`config.mk`:
```
export PLATFORM = sky130hd
export DESIGN_NAME = cbor_item_walker_core
export DESIGN_NICKNAME = d
export VERILOG_FILES = /design/src/rtl/core/ciw_pkg.sv /design/src/rtl/core/cbor_item_walker_core.sv /design/src/rtl/core/ciw_ram.sv /design/src/rtl/core/ciw_skid.sv
export SDC_FILE = /design/constraint.sdc
export NUM_CORES = 2
export LEC_CHECK = 0
export BUFFER_PORTS_ARGS = -buffer_cell sky130_fd_sc_hd__buf_2
export CORE_ASPECT_RATIO = 0.6
export CORE_UTILIZATION = 30
export DETAILED_ROUTE_END_ITERATION = 7
export PLACE_DENSITY = 0.49
export SLEW_MARGIN = 30
export SYNTH_ARGS = -nofsm -noshare
export SYNTH_HDL_FRONTEND = slang
export SYNTH_HIERARCHICAL = 1
export SYNTH_SLANG_ARGS = --single-unit
```
`constraint.sdc`:
```
create_clock -name clk -period 11.6 [get_ports clk]
set_input_delay 2.9 -clock clk [delete_from_list [all_inputs] [get_ports clk]]
set_output_delay 2.9 -clock clk [all_outputs]
set_load 0.02 [all_outputs]
```
`src/rtl/core/ciw_pkg.sv`:
```
// shared types for the cbor item walker: status codes, nesting level state,
// result record and the level helper functions
// no dependencies
`timescale 1ns / 1ps

package ciw_pkg;

  typedef enum logic [2:0] {
    ST_MORE      = 3'd0,
    ST_DONE      = 3'd1,
    ST_RESERVED  = 3'd2,
    ST_BAD_MAJOR = 3'd3,
    ST_TRUNCATED = 3'd4,
    ST_TRAILING  = 3'd5,
    ST_DEPTH     = 3'd6,
    ST_NOT_MAP   = 3'd7
  } status_t;

  // state of one open array or map
  typedef struct packed {
    logic [63:0] cnt;
    logic        is_map;
    logic        want;
  } level_t;

  // one result per input byte
  typedef struct packed {
    status_t     status;
    logic        head_valid;
    logic [2:0]  major_type;
    logic [63:0] argument;
    logic [4:0]  nest_depth;
  } res_t;

  // true when one more finished item closes this level
  function automatic logic lv_closes(level_t lv);
    return (!lv.is_map || lv.want) && (lv.cnt == 64'd1);
  endfunction

  // level state after one more finished item, for a level that stays open
  function automatic level_t lv_update(level_t lv);
    level_t r;
    r = lv;
    if (lv.is_map && !lv.want) begin
      r.want = 1'b1;
    end else begin
      r.want = 1'b0;
      r.cnt  = lv.cnt - 64'd1;
    end
    return r;
  endfunction

endpackage

```
`src/rtl/core/cbor_item_walker_core.sv`:
```
// top level of the cbor item walker: head decode, nesting stack and status
// depends on ciw_pkg, ciw_ram and ciw_skid
`timescale 1ns / 1ps

// Checks that a byte stream, one byte per request with tlast on the final
// byte, forms exactly one well-formed definite-length CBOR item, and returns
// one result per byte: a status code in m_tdata and, when the byte completes
// an item head, the decoded major type, argument and nesting depth, flagged by
// m_tuser. The block takes one byte every cycle while the result buffer has
// room; each result is registered in a two-entry result buffer, which lets
// input keep flowing while a result waits to be taken. Each byte goes in one
// step through head decode, the argument shift register and the nesting
// stack: the top open level lives in registers, the levels below in a
// MAX_DEPTH-entry ram whose read port is aimed at the level that a pop would
// return to, so any number of levels can close at once. The stack needs no
// clearing after reset or between messages, since a level is always written
// before it is read back. Configuration writes (index 0 top_must_be_map,
// index 1 depth_limit) must be made while the block is idle.

module cbor_item_walker_core #(
  parameter int MAX_DEPTH = 16
) (
  input  logic        clk,
  input  logic        rst,
  // s_tdata: [7:0] data_byte
  input  logic        s_tvalid,
  output logic        s_tready,
  input  logic [7:0]  s_tdata,
  input  logic        s_tlast,
  // m_tdata: [2:0] status, [5:3] major_type, [69:6] argument,
  //          [74:70] nest_depth, [79:75] zero
  output logic        m_tvalid,
  input  logic        m_tready,
  output logic [79:0] m_tdata,
  // m_tuser: [0] head_valid
  output logic [0:0]  m_tuser,
  input  logic        cfg_we,
  input  logic [0:0]  cfg_index,
  input  logic [4:0]  cfg_data
);

  localparam int DW = $clog2(MAX_DEPTH + 1);
  localparam int AW = (MAX_DEPTH > 1) ? $clog2(MAX_DEPTH) : 1;
  localparam int CW = (DW > 5) ? DW : 5;
  localparam int LW = $bits(ciw_pkg::level_t);
  localparam int EW = DW + LW;

  localparam logic [0:0] REG_TOP_MAP     = 1'd0;
  localparam logic [0:0] REG_DEPTH_LIMIT = 1'd1;

  localparam logic [2:0] MT_BYTES = 3'd2;
  localparam logic [2:0] MT_TEXT  = 3'd3;
  localparam logic [2:0] MT_ARRAY = 3'd4;
  localparam logic [2:0] MT_MAP   = 3'd5;
  localparam logic [4:0] INFO_ARG1 = 5'd24;
  localparam logic [4:0] INFO_ARG8 = 5'd27;

  typedef enum logic [4:0] {
    PH_HEAD     = 5'b00001,
    PH_ARG      = 5'b00010,
    PH_PAYLOAD  = 5'b00100,
    PH_COMPLETE = 5'b01000,
    PH_ERROR    = 5'b10000
  } phase_t;

  // configuration
  logic       top_must_be_map;
  logic [4:0] depth_limit;

  // walker state
  phase_t            phase, phase_next;
  logic [3:0]        arg_left, arg_left_next;
  logic [63:0]       accum, accum_next;
  logic [63:0]       payload, payload_next;
  logic [2:0]        pend_major, pend_major_next;
  ciw_pkg::level_t   top_lv, top_lv_next;
  logic [DW-1:0]     chain_base, chain_base_next;
  ciw_pkg::level_t   chain_land, chain_land_next;
  logic [DW-1:0]     depth, depth_next;
  ciw_pkg::status_t  sticky, sticky_next;
  logic              pop_pending, pop_next;

  // stack ram
  logic              ram_we;
  logic [AW-1:0]     ram_waddr;
  logic [EW-1:0]     ram_wdata;
  logic [AW-1:0]     ram_raddr;
  logic [EW-1:0]     ram_rdata;

  logic [DW-1:0]     cur_base;
  ciw_pkg::level_t   cur_land;

  logic              s_acc;
  logic              res_ready;
  ciw_pkg::res_t     res;
  ciw_pkg::res_t     m_res;

  // step temporaries
  logic [2:0]        b_major;
  logic [4:0]        b_info;
  logic [63:0]       acc_shift;
  logic [CW-1:0]     lim_c;
  logic              hd_go;
  logic [2:0]        hd_major;
  logic [63:0]       hd_arg;
  logic              fin;
  ciw_pkg::status_t  err;

  assign s_tready = res_ready;
  assign s_acc    = s_tvalid && s_tready;

  // chain fields of the top level come from the ram right after a pop
  assign cur_base  = pop_pending ? ram_rdata[EW-1 -: DW] : chain_base;
  assign cur_land  = pop_pending ? ciw_pkg::level_t'(ram_rdata[LW-1:0]) : chain_land;
  assign ram_raddr = AW'(cur_base - DW'(1));

  ciw_ram #(
    .WIDTH  (EW),
    .DEPTH  (MAX_DEPTH),
    .ADDR_W (AW)
  ) u_stack (
    .clk   (clk),
    .we    (ram_we),
    .waddr (ram_waddr),
    .wdata (ram_wdata),
    .raddr (ram_raddr),
    .rdata (ram_rdata)
  );

  always_ff @(posedge clk) begin
    if (rst) begin
      top_must_be_map <= 1'b1;
      depth_limit     <= 5'd16;
    end else if (cfg_we) begin
      unique case (cfg_index)
        REG_TOP_MAP:     top_must_be_map <= cfg_data[0];
        REG_DEPTH_LIMIT: depth_limit     <= cfg_data;
        default: ;
      endcase
    end
  end

  always_comb begin
    b_major   = s_tdata[7:5];
    b_info    = s_tdata[4:0];
    acc_shift = {accum[55:0], s_tdata};
    lim_c     = (CW'(depth_limit) < CW'(MAX_DEPTH)) ? CW'(depth_limit) : CW'(MAX_DEPTH);

    phase_next      = phase;
    arg_left_next   = arg_left;
    accum_next      = accum;
    payload_next    = payload;
    pend_major_next = pend_major;
    top_lv_next     = top_lv;
    chain_base_next = cur_base;
    chain_land_next = cur_land;
    depth_next      = depth;
    sticky_next     = sticky;
    pop_next        = 1'b0;
    ram_we          = 1'b0;
    ram_waddr       = AW'(depth - DW'(1));
    ram_wdata       = {cur_base, cur_land};

    hd_go    = 1'b0;
    hd_major = 3'd0;
    hd_arg   = 64'd0;
    fin      = 1'b0;
    err      = ciw_pkg::ST_MORE;

    res            = '0;
    res.status     = ciw_pkg::ST_MORE;

    if (sticky == ciw_pkg::ST_MORE) begin
      unique case (phase)
        PH_HEAD: begin
          if (b_info > INFO_ARG8) begin
            err = ciw_pkg::ST_RESERVED;
          end else if (depth == '0 && top_must_be_map && b_major != MT_MAP) begin
            err = ciw_pkg::ST_NOT_MAP;
          end else if (b_major > MT_MAP) begin
            err = ciw_pkg::ST_BAD_MAJOR;
          end else if (b_info < INFO_ARG1) begin
            hd_go    = 1'b1;
            hd_major = b_major;
            hd_arg   = 64'(b_info);
          end else begin
            arg_left_next   = 4'b0001 << b_info[1:0];
            accum_next      = 64'd0;
            pend_major_next = b_major;
            phase_next      = PH_ARG;
          end
        end
        PH_ARG: begin
          accum_next    = acc_shift;
          arg_left_next = (arg_left != 4'd0) ? arg_left - 4'd1 : 4'd0;
          if (arg_left <= 4'd1) begin
            hd_go    = 1'b1;
            hd_major = pend_major;
            hd_arg   = acc_shift;
          end
        end
        PH_PAYLOAD: begin
          payload_next = (payload != 64'd0) ? payload - 64'd1 : 64'd0;
          if (payload <= 64'd1) begin
            fin = 1'b1;
          end
        end
        PH_COMPLETE: begin
          err = ciw_pkg::ST_TRAILING;
        end
        default: ;
      endcase

      if (hd_go) begin
        res.head_valid = 1'b1;
        res.major_type = hd_major;
        res.argument   = hd_arg;
        res.nest_depth = 5'(depth);
        if ((hd_major == MT_BYTES || hd_major == MT_TEXT) && hd_arg != 64'd0) begin
          payload_next = hd_arg;
          phase_next   = PH_PAYLOAD;
        end else if ((hd_major == MT_ARRAY || hd_major == MT_MAP) && hd_arg != 64'd0) begin
          if (CW'(depth) >= lim_c) begin
            err = ciw_pkg::ST_DEPTH;
          end else begin
            // old top chain goes to the ram, new level gets its own chain
            if (depth != '0) begin
              ram_we = 1'b1;
              if (ciw_pkg::lv_closes(top_lv)) begin
                chain_base_next = cur_base;
                chain_land_next = cur_land;
              end else begin
                chain_base_next = depth;
                chain_land_next = ciw_pkg::lv_update(top_lv);
              end
            end else begin
              chain_base_next = '0;
              chain_land_next = top_lv;
            end
            top_lv_next.cnt    = hd_arg;
            top_lv_next.is_map = (hd_major == MT_MAP);
            top_lv_next.want   = 1'b0;
            depth_next         = depth + DW'(1);
            phase_next         = PH_HEAD;
          end
        end else begin
          fin = 1'b1;
        end
      end

      if (fin) begin
        if (depth == '0) begin
          phase_next = PH_COMPLETE;
        end else begin
          phase_next = PH_HEAD;
          if (ciw_pkg::lv_closes(top_lv)) begin
            // close every level that runs out in one go
            depth_next  = cur_base;
            top_lv_next = cur_land;
            if (cur_base == '0) begin
              phase_next = PH_COMPLETE;
            end else begin
              pop_next = 1'b1;
            end
          end else begin
            top_lv_next = ciw_pkg::lv_update(top_lv);
          end
        end
      end

      if (err != ciw_pkg::ST_MORE) begin
        sticky_next = err;
        phase_next  = PH_ERROR;
      end
    end

    if (sticky_next != ciw_pkg::ST_MORE) begin
      res            = '0;
      res.status     = sticky_next;
    end else if (phase_next == PH_COMPLETE) begin
      res.status = s_tlast ? ciw_pkg::ST_DONE : ciw_pkg::ST_MORE;
    end else begin
      res.status = s_tlast ? ciw_pkg::ST_TRUNCATED : ciw_pkg::ST_MORE;
    end

    if (s_tlast) begin
      phase_next    = PH_HEAD;
      arg_left_next = 4'd0;
      depth_next    = '0;
      sticky_next   = ciw_pkg::ST_MORE;
      pop_next      = 1'b0;
    end
  end

  always_ff @(posedge clk) begin
    if (rst) begin
      phase       <= PH_HEAD;
      arg_left    <= 4'd0;
      depth       <= '0;
      sticky      <= ciw_pkg::ST_MORE;
      pop_pending <= 1'b0;
    end else if (s_acc) begin
      phase       <= phase_next;
      arg_left    <= arg_left_next;
      depth       <= depth_next;
      sticky      <= sticky_next;
      pop_pending <= pop_next;
    end else begin
      pop_pending <= 1'b0;
    end
  end

  always_ff @(posedge clk) begin
    if (s_acc) begin
      accum      <= accum_next;
      payload    <= payload_next;
      pend_major <= pend_major_next;
      top_lv     <= top_lv_next;
      chain_base <= chain_base_next;
      chain_land <= chain_land_next;
    end else begin
      chain_base <= cur_base;
      chain_land <= cur_land;
    end
  end

  ciw_skid u_skid (
    .clk       (clk),
    .rst       (rst),
    .in_valid  (s_acc),
    .in_ready  (res_ready),
    .in_data   (res),
    .out_valid (m_tvalid),
    .out_ready (m_tready),
    .out_data  (m_res)
  );

  assign m_tdata = {5'd0, m_res.nest_depth, m_res.argument, m_res.major_type,
                    m_res.status};
  assign m_tuser = m_res.head_valid;

`ifndef ASSERT_OFF
  a_sticky_phase: assert property (@(posedge clk) disable iff (rst)
    (sticky != ciw_pkg::ST_MORE) == (phase == PH_ERROR))
    else $error("held error and error phase disagree");

  a_depth_bound: assert property (@(posedge clk) disable iff (rst)
    CW'(depth) <= CW'(MAX_DEPTH))
    else $error("nesting depth beyond stack size");

  a_arg_left: assert property (@(posedge clk) disable iff (rst)
    phase == PH_ARG |-> arg_left != 4'd0)
    else $error("argument phase with no bytes left");

  a_payload_left: assert property (@(posedge clk) disable iff (rst)
    phase == PH_PAYLOAD |-> payload != 64'd0)
    else $error("payload phase with no bytes left");

  a_pop_depth: assert property (@(posedge clk) disable iff (rst)
    pop_pending |-> depth != '0)
    else $error("pop landed on an empty stack");
`endif

endmodule

```
`src/rtl/core/ciw_ram.sv`:
```
// generic single-write, single-read ram with registered read data
// no dependencies
`timescale 1ns / 1ps

module ciw_ram #(
  parameter int WIDTH  = 8,
  parameter int DEPTH  = 16,
  parameter int ADDR_W = (DEPTH > 1) ? $clog2(DEPTH) : 1
) (
  input  logic              clk,
  input  logic              we,
  input  logic [ADDR_W-1:0] waddr,
  input  logic [WIDTH-1:0]  wdata,
  input  logic [ADDR_W-1:0] raddr,
  output logic [WIDTH-1:0]  rdata
);

  logic [WIDTH-1:0] mem [DEPTH];

  always_ff @(posedge clk) begin
    if (we) begin
      mem[waddr] <= wdata;
    end
    rdata <= mem[raddr];
  end

endmodule

```
`src/rtl/core/ciw_skid.sv`:
```
// two-entry result buffer between the walker and the output stream
// depends on ciw_pkg for the result record
`timescale 1ns / 1ps

module ciw_skid (
  input  logic          clk,
  input  logic          rst,
  input  logic          in_valid,
  output logic          in_ready,
  input  ciw_pkg::res_t in_data,
  output logic          out_valid,
  input  logic          out_ready,
  output ciw_pkg::res_t out_data
);

  ciw_pkg::res_t slot0;
  ciw_pkg::res_t slot1;
  logic [1:0]    cnt;
  logic          push;
  logic          pop;

  assign in_ready  = (cnt != 2'd2);
  assign out_valid = (cnt != 2'd0);
  assign out_data  = slot0;
  assign push      = in_valid && in_ready;
  assign pop       = out_valid && out_ready;

  always_ff @(posedge clk) begin
    if (rst) begin
      cnt <= 2'd0;
    end else begin
      if (push && !pop) begin
        cnt <= cnt + 2'd1;
      end else if (pop && !push) begin
        cnt <= cnt - 2'd1;
      end
    end
  end

  always_ff @(posedge clk) begin
    if (pop && !push) begin
      slot0 <= slot1;
    end else if (push && !pop) begin
      if (cnt == 2'd0) begin
        slot0 <= in_data;
      end else begin
        slot1 <= in_data;
      end
    end else if (push && pop) begin
      // with one held, the new request takes its place
      if (cnt == 2'd1) begin
        slot0 <= in_data;
      end else begin
        slot0 <= slot1;
        slot1 <= in_data;
      end
    end
  end

endmodule

```
== Word-level counts from Yosys, hierarchy flattened ==
Memory sizes are Yosys's and may differ from the RTL's. A register that Yosys moved wholly into a read port is not among the register bits.
Index checks and enable logic that the tools add are counted.

* Bits in registers: 438
* Bits in writable memories: 1136
* Input port bits: 20
* Output and inout bits: 83
* Word-level logic and storage cells: 260
* Memories kept: 1

{| class="wikitable"
|+ Memories
! name !! words !! bits a word !! rd ports !! clocked after Yosys merged registers in !! write ports !! line !! RTL
|-
| u_stack.mem || 16 || 71 || 1 || 1 || 1 || ciw_ram.sv:18 || <nowiki>logic [WIDTH-1:0] mem [DEPTH];</nowiki>
|}

* $add $sub $neg: 8
* Order comparisons: 7
* Eq/ne operators: 24
* Shift-type cells: 1
* Mux-type cells: 135
* Bitwise operators: 10
* Reduce and logical (&&, ||, !) cells: 46

{| class="wikitable"
|+ Operator list
! kind !! count
|-
| $mux 66 || 15
|-
| $mux 76 || 9
|-
| $mux 64 || 7
|-
| $mux 56 || 4
|-
| $mux 73 || 3
|-
| $mux 5 || 36
|-
| $pmux 64 s2 || 1
|-
| $reduce_bool 64->1 || 2
|-
| $sub 64x1->64 const B || 2
|-
| $pmux 56 s2 || 1
|-
| $eq 64x1->1 const B || 1
|-
| $le 64x1->1 const B || 1
|-
| $mux 3 || 19
|-
| $mux 4 || 10
|-
| $mux 1 || 23
|-
| $reduce_and 7->1 || 3
|-
| $ne 3x3->1 const B || 5
|-
| $logic_and 1x1->1 || 12
|-
| $ne 2x2->1 const B || 6
|-
| $pmux 3 s2 || 2
|-
| $reduce_bool 3->1 || 4
|-
| $sub 4x1->4 const B || 3
|-
| $eq 5x4->1 const B || 2
|-
| $logic_not 5->1 || 2
|-
| other kinds (31) || 58
|}

== Longest topological paths before layout ==
* Depth after elaboration: 24
* Gate-level depth with buffers: 13
* Gate-level depth less buffers: 11

== By module ==
Netlist, hierarchy kept.

{| class="wikitable"
|+ By module, submodules not included
! module !! instances !! cells an instance !! area each (sq um) !! seq. area each (sq um)
|-
| ciw_ram || 1 || 1826 || 43912.1 || 35534.1
|-
| cbor_item_walker_core || 1 || 2115 || 18168.7 || 7577.3
|-
| ciw_skid || 1 || 264 || 5869.4 || 4604.4
|}

== Least setup slack after synthesis ==
No wires, ideal clock.

* Path type: input port to flip-flop
* From: in s_tdata[7]
* To: mem u_stack/mem[0][0] in the netlist's numbering, enable pin
* Library setup time: 587 ps
* Arrival time: 10113 ps
* Required time: 11013 ps
* Setup slack: 900 ps
* Stages on the path: 11
* Path buffers: 3
* Path through: clkbuf_1 -> nand3b_1 -> and3_1 -> o32a_1 -> a21oi_2 -> o211ai_1 -> buf_2 -> buf_2 -> nor2_1 -> or3b_1 -> nor3_1

* Longest elaborated chain between the ends: 15
* Elaborated cells on any way between the ends: 35
* Those cells by class: order compare: 1; eq/ne: 5; mux: 23; reduce/logical: 6

{| class="wikitable"
|+ RTL lines
! item !! line !! RTL
|-
| from (decl) || cbor_item_walker_core.sv:28 || <nowiki>input logic [7:0] s_tdata,</nowiki>
|-
| parallel branches: the longest is 11 deep, another holds $gt 3x3->1 || - ||
|-
| $mux 1 (*) || cbor_item_walker_core.sv:214 || <nowiki>if (hd_go) begin</nowiki>
|-
| $mux 1 (*) || cbor_item_walker_core.sv:173 || <nowiki>if (sticky == ciw_pkg::ST_MORE) begin</nowiki>
|-
| named net ram_we || cbor_item_walker_core.sv:84 || <nowiki>logic ram_we;</nowiki>
|-
| $mux 1 (*) || ciw_ram.sv:21 || <nowiki>if (we) begin</nowiki>
|-
| $mux 1 (not written as such) (*) || ciw_ram.sv:22 || <nowiki>mem[waddr] <= wdata;</nowiki>
|-
| to (decl) || ciw_ram.sv:18 ||
|}

Mark *: on every way through the listed nets, which the timed path passes. The select of a mux whose other input is x is not followed.

== Worst setup path in the final report ==
* From: in s_tdata[6]
* To: mem u_stack/mem[1][56] in the netlist's numbering, enable pin

Same word-level chain as after synthesis.

==> results.cfg <==
[sta]
tns_ns = 0
relSlewSlack = 0.183
holdWs_ns = 0.456
fin_crit_sh = 0.589
setup_viol = 0
grt_setup_unrepaired = false
slew_violations = 0
clock-skew-final_ns = 0.0611
tightestPinTransition_ns = 1.21
fmax_mhz = 146
finalHoldViolCount = 0
fin_crit_ns = 6.84

[route]
dr.first_iter.drc_count = 4300
routedWlPerCell_um = 25.9
routed_wl_um = 192000
postRouteAntennaNets = 0
drc_errors = 0
vias = 38950
dr.pass1.iters = 6
routed_via_density = 5.26

[run_status]
status = finished clean

[cts]
post_cts_buffers = 0
cts_buffer_depth = 4
cts.sinks = 1645
worstSkewPairLatency_ns = 0.80
ctsHoldBuffers = 0
path_clk_slew_ns = 0.06
cts_resized = 0
cts_tree = done
clock-root-buffer = clkbuf_16
h-tree-depth = 4
cts_buffers = 155

[layout]
final_cell_mix = edfxtp_1 (1477), mux4_2 (284), nor2_1 (282), nand2_1 (274), a21oi_1 (170)
nNetsFinal = 4332
final_core_util = 0.344
drive_above_1_share = 0.207
syn_to_final_growth_pct = 13.2
fillerInstances = 21312
final_common_cell = edfxtp_1

[logic_synthesis]
syn_avg_cell_area_um2 = 16.2
synth_ff_type = edfxtp_1
syn_area_um2 = 68000
ys_async_sr_fraction = 0
synth_edf_count = 1477
ys_seq_area_frac = 0.702
synth_cell_types = 86
synth.ff_latch_count = 1645
yosysWarnings = 6
netlist_instances = 4205

[critical_path]
critPathLaunchType = input pin
cpMostUsedCell = buf_4
critPathLaunch = s_tdata[6]
critical_path_arrival_ns = 7.24
crit_fanout = 32
critPathMaxStageDelay_ns = 0.62
cp-end-kind = flop
rrSetupSlack_ns = 5.71
worstPathCellList = buf_2 > nand3b_1 > and3_1 > o32a_1 > a21oi_2 > o211ai_1 > nor2_1 > or3b_1 > nor2_4 > buf_4 > buf_4
required_ns = 12.00
crit_slowest_cell = nor2_4
timing.rr.start = depth[0]$_SDFFE_PP0P_
worst-path-buf-inv = 3
critical_path_class = in2reg
crit_family = simple AND/OR/NAND/NOR gates

[grt]
antenna_found_initial = 6
grt_pass1_vias = 37381
grtUsageTotal = 0.164
grt_pass1_wl_um = 275000
grt_max_degree = 125
gr-total-overflow = 0

[floorplanning]
dieWidth_um = 616
coreArea_um2 = 224000
rows = 134
die-area_um2 = 228000
ios = 103
dieHeight_um = 371
initial_utilization = 0.304

[placed_design]
numPortBuffers = 97
gp_congestion = 0.972
hpwlAfterDp_um = 124000

[hold_path]
hold_start = depth_limit[2]$_SDFFE_PP0P_
min_path_type = reg2reg

[power]
power.leakage_nw = 24.4
p_per_area_nw_per_um2 = 257
vdd_drop_max_uv = 315

[run]
drv_cap = 0
-- where the power goes --
part           total (mW)  switching, mW  internal [mW]
logic                6.36           4.06           2.29
clock network        5.13           2.24           2.89
registers            8.30          0.403           7.90
-- logic make-up after synthesis --
family                     Yosys count  share of synthesized area
adders and majority gates           21                    0.00387
AOI/OAI and AO/OA                  681                     0.0647
DFF                               1645                      0.702
xor gates and xnor gates           122                     0.0157
and+or+nand+nor                    973                     0.0694
buffers and inverters              321                     0.0222
muxes                              441                      0.122
other                                1                  0.0000552
-- routing by layer --
| layer | part of all wire | global-route usage | vias to the layer above |
|---|---|---|---|
| met5 | 0.00058 | 0.00351 | - |
| met4 | 0.014 | 0.0264 | 2 |
| met3 | 0.10 | 0.0561 | 202 |
| met2 | 0.38 | 0.206 | 1456 |
| met1 | 0.50 | 0.266 | 20464 |
| li1 | - | - | 16826 |
-- Yosys cell counts, types with 40 or more instances --
master	instances	area (um^2)
mux4_2	284	6400
and3_1	69	432
mux2_2	89	1000
buf_2	51	255
a21oi_1	172	861
nand2_1	275	1030
nor4_1	60	375
dfxtp_1	168	3360
o22ai_1	97	607
a22oi_1	152	1140
nor3_1	68	340
edfxtp_1	1477	44400
mux2_4	40	601
a211oi_1	67	503
xnor2_1	66	578
nor2_1	296	1110
clkbuf_1	147	552
inv_1	50	188
o21ai_0	89	445
nand3_1	52	260
xor2_1	56	490
-- worst reg2reg max path, stage by stage (launching register included) --
cell,delay [ns]
dfxtp_1,0.45
inv_1,0.32
ha_1,0.33
nor4b_4,0.13
buf_4,0.25
and3_1,0.30
o32a_1,0.41
a21oi_2,0.37
o211ai_1,0.19
nor2_1,0.44
or3b_1,0.56
nor2_4,0.62
buf_4,0.51
buf_4,0.58
-- flip-flops by register name, summed over array words and instances (netlist names), 56 cells and up --
signal	cells
payload	64
u_skid/out_data	76
top_lv	66
u_stack/rdata	71
u_stack/mem	1136
u_skid/slot1	76
chain_land	66
accum	56
-- path summary, 6_finish.rpt --
| check | end | cells past startpoint |
|---|---|---|
| worst min-delay path | depth_limit[2]$_SDFFE_PP0P_ | 2 |
| worst min register to register | depth_limit[2]$_SDFFE_PP0P_ | 2 |
| worst max-delay path | u_stack/mem[1][56]$_DFFE_PP_ | 11 |
| worst max register to register | u_stack/mem[1][56]$_DFFE_PP_ | 13 |
-- metrics by stage --
stage | worst slack (ns) | total power, mW | instances | cell area, um^2
after floorplan | 0.900 | 12.6 | 4209 | 68000
after global placement | 4.06 | 14.8 | 7125 | 71900
after detailed placement | 4.00 | 14.8 | 7125 | 71900
after CTS | 4.81 | 20.0 | 7396 | 76900
after global routing | 4.62 | 20.7 | 7399 | 76900
final | 4.76 | 19.8 | 7405 | 76900
-- final cells by class --
type,count,area [um^2],share of cell area
multi-input cells,2243,19100,0.248
diodes,8,20.0,0.000260
clock buffers,216,4300,0.0559
well taps,2992,3740,0.0487
clock inverters,55,636,0.00826
flip-flops and latches,1645,47700,0.620
inverters,52,208,0.00270
repair buffers,194,1260,0.0164
(Power assumes the default switching activity.)
